### src/design/tdmp_pkg.sv
`default_nettype none

package tdmp_pkg;

   localparam int GRID_DIM_DEF = 64;
   localparam int REACH_DEF    = 3;

   localparam int FUNC_W     = 2;
   localparam int COORD_W    = 7;
   localparam int SIZE_W     = 7;
   localparam int CODE_OUT_W = 3;

   localparam logic [SIZE_W-1:0] SIZE_RESET = 7'd64;

   typedef enum logic [FUNC_W-1:0] {
      FUNC_MARK  = 2'd0,
      FUNC_READ  = 2'd1,
      FUNC_CLEAR = 2'd2
   } func_type;

   typedef struct packed {
      logic valid;
      logic in_grid;
      logic last;
   } walk_type;

endpackage

`default_nettype wire

### src/design/tdmp_walk.sv
`default_nettype none

module tdmp_walk import tdmp_pkg::*; #(
   parameter int GRID_DIM = GRID_DIM_DEF,
   parameter int REACH    = REACH_DEF,
   localparam int IDX_W   = $clog2(GRID_DIM),
   localparam int ADDR_W  = 2 * IDX_W,
   localparam int CODE_W  = $clog2(REACH + 2)
) (
   input  wire logic               clock,
   input  wire logic               reset,
   input  wire logic               start,
   input  wire logic [COORD_W-1:0] r0,
   input  wire logic [COORD_W-1:0] c0,
   input  wire logic [SIZE_W-1:0]  size,
   output walk_type                walk,
   output logic      [ADDR_W-1:0]  addr,
   output logic      [CODE_W-1:0]  code
);

   localparam int OFS_W = $clog2(REACH + 1) + 1;
   localparam int POS_W = COORD_W + 2;
   localparam logic signed [OFS_W-1:0] R_S = OFS_W'(REACH);

   logic                    active_ff, active_in;
   logic signed [OFS_W-1:0] dr_ff, dr_in;
   logic signed [OFS_W-1:0] dc_ff, dc_in;

   logic signed [OFS_W-1:0] dr_abs, dc_abs, dr_nx, dr_nx_abs, span;
   logic signed [POS_W-1:0] r_pos, c_pos, n_pos;
   logic                    row_end, is_last;

   always_comb begin
      dr_abs    = dr_ff[OFS_W-1] ? -dr_ff : dr_ff;
      dc_abs    = dc_ff[OFS_W-1] ? -dc_ff : dc_ff;
      span      = R_S - dr_abs;
      row_end   = (dc_ff == span);
      is_last   = row_end && (dr_ff == R_S);
      dr_nx     = dr_ff + OFS_W'(1);
      dr_nx_abs = dr_nx[OFS_W-1] ? -dr_nx : dr_nx;

      active_in = active_ff && !is_last;
      dr_in     = dr_ff;
      dc_in     = dc_ff;
      if (start) begin
         active_in = 1'b1;
         dr_in     = -R_S;
         dc_in     = '0;
      end else if (active_ff) begin
         if (row_end) begin
            dr_in = dr_nx;
            dc_in = dr_nx_abs - R_S;
         end else begin
            dc_in = dc_ff + OFS_W'(1);
         end
      end

      n_pos = $signed({2'b00, size});
      r_pos = $signed({2'b00, r0}) + POS_W'(dr_ff);
      c_pos = $signed({2'b00, c0}) + POS_W'(dc_ff);

      walk.valid   = active_ff;
      walk.last    = is_last;
      walk.in_grid = !r_pos[POS_W-1] && (r_pos < n_pos) &&
                     !c_pos[POS_W-1] && (c_pos < n_pos);
      addr = {r_pos[IDX_W-1:0], c_pos[IDX_W-1:0]};
      code = CODE_W'(dr_abs) + CODE_W'(dc_abs) + CODE_W'(1);
   end

   always_ff @(posedge clock) begin
      if (reset) begin
         active_ff <= 1'b0;
      end else begin
         active_ff <= active_in;
      end
      dr_ff <= dr_in;
      dc_ff <= dc_in;
   end

endmodule

`default_nettype wire

### config.mk
export PLATFORM = sky130hd
export DESIGN_NAME = tdmp_walk
export DESIGN_NICKNAME = d
export VERILOG_FILES = /design/src/design/tdmp_pkg.sv /design/src/design/tdmp_walk.sv
export SDC_FILE = /design/constraint.sdc
export NUM_CORES = 1
export LEC_CHECK = 0
export BUFFER_PORTS_ARGS = -buffer_cell sky130_fd_sc_hd__buf_2
export CAP_MARGIN = 10
export CELL_PAD_IN_SITES_DETAIL_PLACEMENT = 1
export CELL_PAD_IN_SITES_GLOBAL_PLACEMENT = 2
export CORE_MARGIN = 2
export CORE_UTILIZATION = 27
export CTS_BUF_LIST = sky130_fd_sc_hd__clkbuf_8 sky130_fd_sc_hd__clkbuf_16
export CTS_CLUSTER_SIZE = 14
export DETAILED_ROUTE_END_ITERATION = 6
export GPL_TIMING_DRIVEN = 0
export HOLD_SLACK_MARGIN = 0.1
export PLACE_DENSITY = 0.86
export SETUP_SLACK_MARGIN = 0.5
export SYNTH_ARGS = -nofsm -noshare
export SYNTH_HDL_FRONTEND = slang
export SYNTH_SLANG_ARGS = --single-unit
### constraint.sdc
create_clock -name clock -period 2.9 [get_ports clock]
set_input_delay 0.29 -clock clock [delete_from_list [all_inputs] [get_ports clock]]
set_output_delay 0.29 -clock clock [all_outputs]
set_load 0.05 [all_outputs]
==> results.cfg <==
[run_status]
status = complete, but fails checks
violations = negative setup slack

[setup_path]
r2r_cells = 10
crit_fanout = 2
worstPathArrival_ns = 3.08
timing.rr.start = dr_ff[2]
cp-end-kind = primary output
start_kind = flip-flop
criticalPathCategory = reg -> out
rr_endpoint = dc_ff[2]
required_ns = 2.61
r2r_slack_ns = 0.77

[sta]
fin_crit_ns = 3.37
drv_slew = 0
fin_hold_ws_ns = 0.209
slew_headroom = 0.763
worstMarginPinSlew_ns = 0.355
finalHoldViolCount = 0
setup_tns_ns = -0.468
fin_ws_ns = -0.468
fin_crit_sh = 1.16
setup_viol_count_final = 1
fmax_ghz = 0.297
rsz0062_at_grt = true
finClkSkew_ns = 0.00346

[logic_synthesis]
yosysSeqAreaShare = 0.0931
yosysTopAreaCellShare = 0.299
synth_nets = 251
syn_avg_cell_area_sq_um = 8.01
synth.largest_area_cell = ha_1
synthesis.area_sq_um = 1510
yosys-top-cells-area = ha_1, dfxtp_1, a21oi_1
synthDistinctLibCells = 39
synth_seq_cells = 7
yosys_warnings = 0
syn_inst = 188

[placed_design]
place_ws_ns = -0.637
place_area_sq_um = 1940
gp_congestion = 0.797
io_buffers = 41
hpwl_mm = 3.30

[final_layout]
final_common_cell = buf_2
final_area_sq_um = 2220
antenna_cells = 0
syn_to_final_growth_pct = 47.5
drive_gt1_frac = 0.394
nNetsFinal = 305
layout_common_cells = buf_2, ha_1, inv_1

[detailed_routing]
dr.first_iter.drc_count = 23
ant_nets = 0
num_vias = 1499
wl_per_cell_um = 13.1
first_pass_iters = 4
wl_mm = 4.09
vias_per_cell = 4.79
drc_errors = 0

[min_path]
hold_depth = 2
hold_start = reset
holdPathEnd = active_ff
min_path_type = in -> reg

[global_routing]
grt_max_degree = 10
antenna_found_initial = 0
grt_use_total = 0.140
grt_pass1_wl_mm = 7.02
grt-ovfl-total = 0
grt_pass1_vias = 1565

[die]
io_pins = 42
die_y_um = 78.7
dieArea_sq_um = 6190
core_area_sq_um = 5440
initial_utilization = 0.277
rows = 27
die_x_um = 78.7

[clocking]
insertion_delay_ns = 0.23
cts_buffers = 3
clk_pin_slew_worst_paths_ns = 0.04
clockBufferDepth = 2
cts_sinks = 7
htreeDepth = 1
clockRootBuffer = clkbuf_8
cts_tree = built
ctsHoldBuffers = 0

[run]
maxCapViolCount = 0
==> worst max path at each step <==
| stage | start | to | depth (start not counted) |
|---|---|---|---|
| after floorplan | dr_ff[2] | walk[1] | 11 |
| after global placement | r0[0] | walk[1] | 14 |
| after detailed placement | c0[0] | walk[1] | 13 |
| after CTS | dc_ff[0] | walk[1] | 12 |
| after global routing | dc_ff[0] | walk[1] | 12 |
| final | dc_ff[0] | walk[1] | 12 |
==> cells by family after synthesis <==
| family | synth area share |
|---|---|
| AOI/OAI and AO/OA | 0.221 |
| xor gates and xnor gates | 0.0815 |
| adders and majority gates | 0.339 |
| buffers and inverters | 0.0682 |
| DFF | 0.0931 |
| muxes | 0.0366 |
| and+or+nand+nor | 0.160 |
==> routing by layer <==
layer / global-route usage / part of all wire / routed length [um]
met5: 0 / 0 / 0
met4: 0.0421 / 0.012 / 48
met3: 0.0103 / 0.033 / 137
met2: 0.244 / 0.50 / 2040
met1: 0.184 / 0.46 / 1870
==> per-stage QoR <==
| stage | cells | util |
|---|---|---|
| finish | 313 | 0.408 |
| global route | 313 | 0.408 |
| CTS | 311 | 0.392 |
| detailed placement | 301 | 0.357 |
| global placement | 301 | 0.357 |
| floorplan | 188 | - |
==> repair_timing <==
item                       4_1_cts  5_1_grt
buffers inserted                 6        2
resized for setup               29       16
hold endpoints to repair         0        0
pin swaps                       11       15
setup endpoints to repair        8        7
==> Yosys cell counts, drive strengths merged <==
| library cell | count |
|---|---|
| ha | 36 |
| inv | 20 |
| a21oi | 16 |
| nor2 | 15 |
| o21ai | 11 |
| nand2 | 10 |
| xnor2 | 8 |
| dfxtp | 7 |
| nand3 | 6 |
| xor2 | 6 |
| a211oi | 5 |
| nor2b | 5 |
| mux2i | 4 |
| nand2b | 4 |
| a21o | 3 |
| buf | 3 |
| fa | 3 |
| nor3 | 3 |
| o21a | 3 |
| a2111oi | 2 |
| a211o | 2 |
| clkbuf | 2 |
| o21bai | 2 |
| a311oi | 1 |
| and2 | 1 |
| and3 | 1 |
| and4 | 1 |
| mux2 | 1 |
| nor3b | 1 |
| o22a | 1 |
| o311ai | 1 |
| o31a | 1 |
| o32a | 1 |
| or3 | 1 |
| or4 | 1 |
==> critical path, stage by stage (launching register included) <==
cell and delay [ns]:
dfxtp_4 0.34, ha_4 0.16, fa_2 0.37, a211oi_4 0.25, nor2_2 0.08, o21a_1 0.18, nor2_2 0.09, xor2_1 0.17
ha_1 0.29, a2111oi_4 0.37, o21ai_2 0.11, a2111oi_4 0.22, buf_6 0.21
==> flip-flops by register name, summed over array words and instances (netlist names) <==
signal / flops
active_ff: 1
dc_ff: 3
dr_ff: 3
==> final cells by class <==
cell class,instances,area (sq um)
tap,72,90.1
buffer,5,31.3
inverter,20,75.1
multi-input combinational,156,1520
timing repair buffer,49,300
clock inverter,1,3.75
fill,660,3220
sequential,7,158
clock buffer,3,41.3
Power is left out: the tool's default activity adds up to more than one toggle a clock period on the data nets, which glitch-free logic cannot reach.
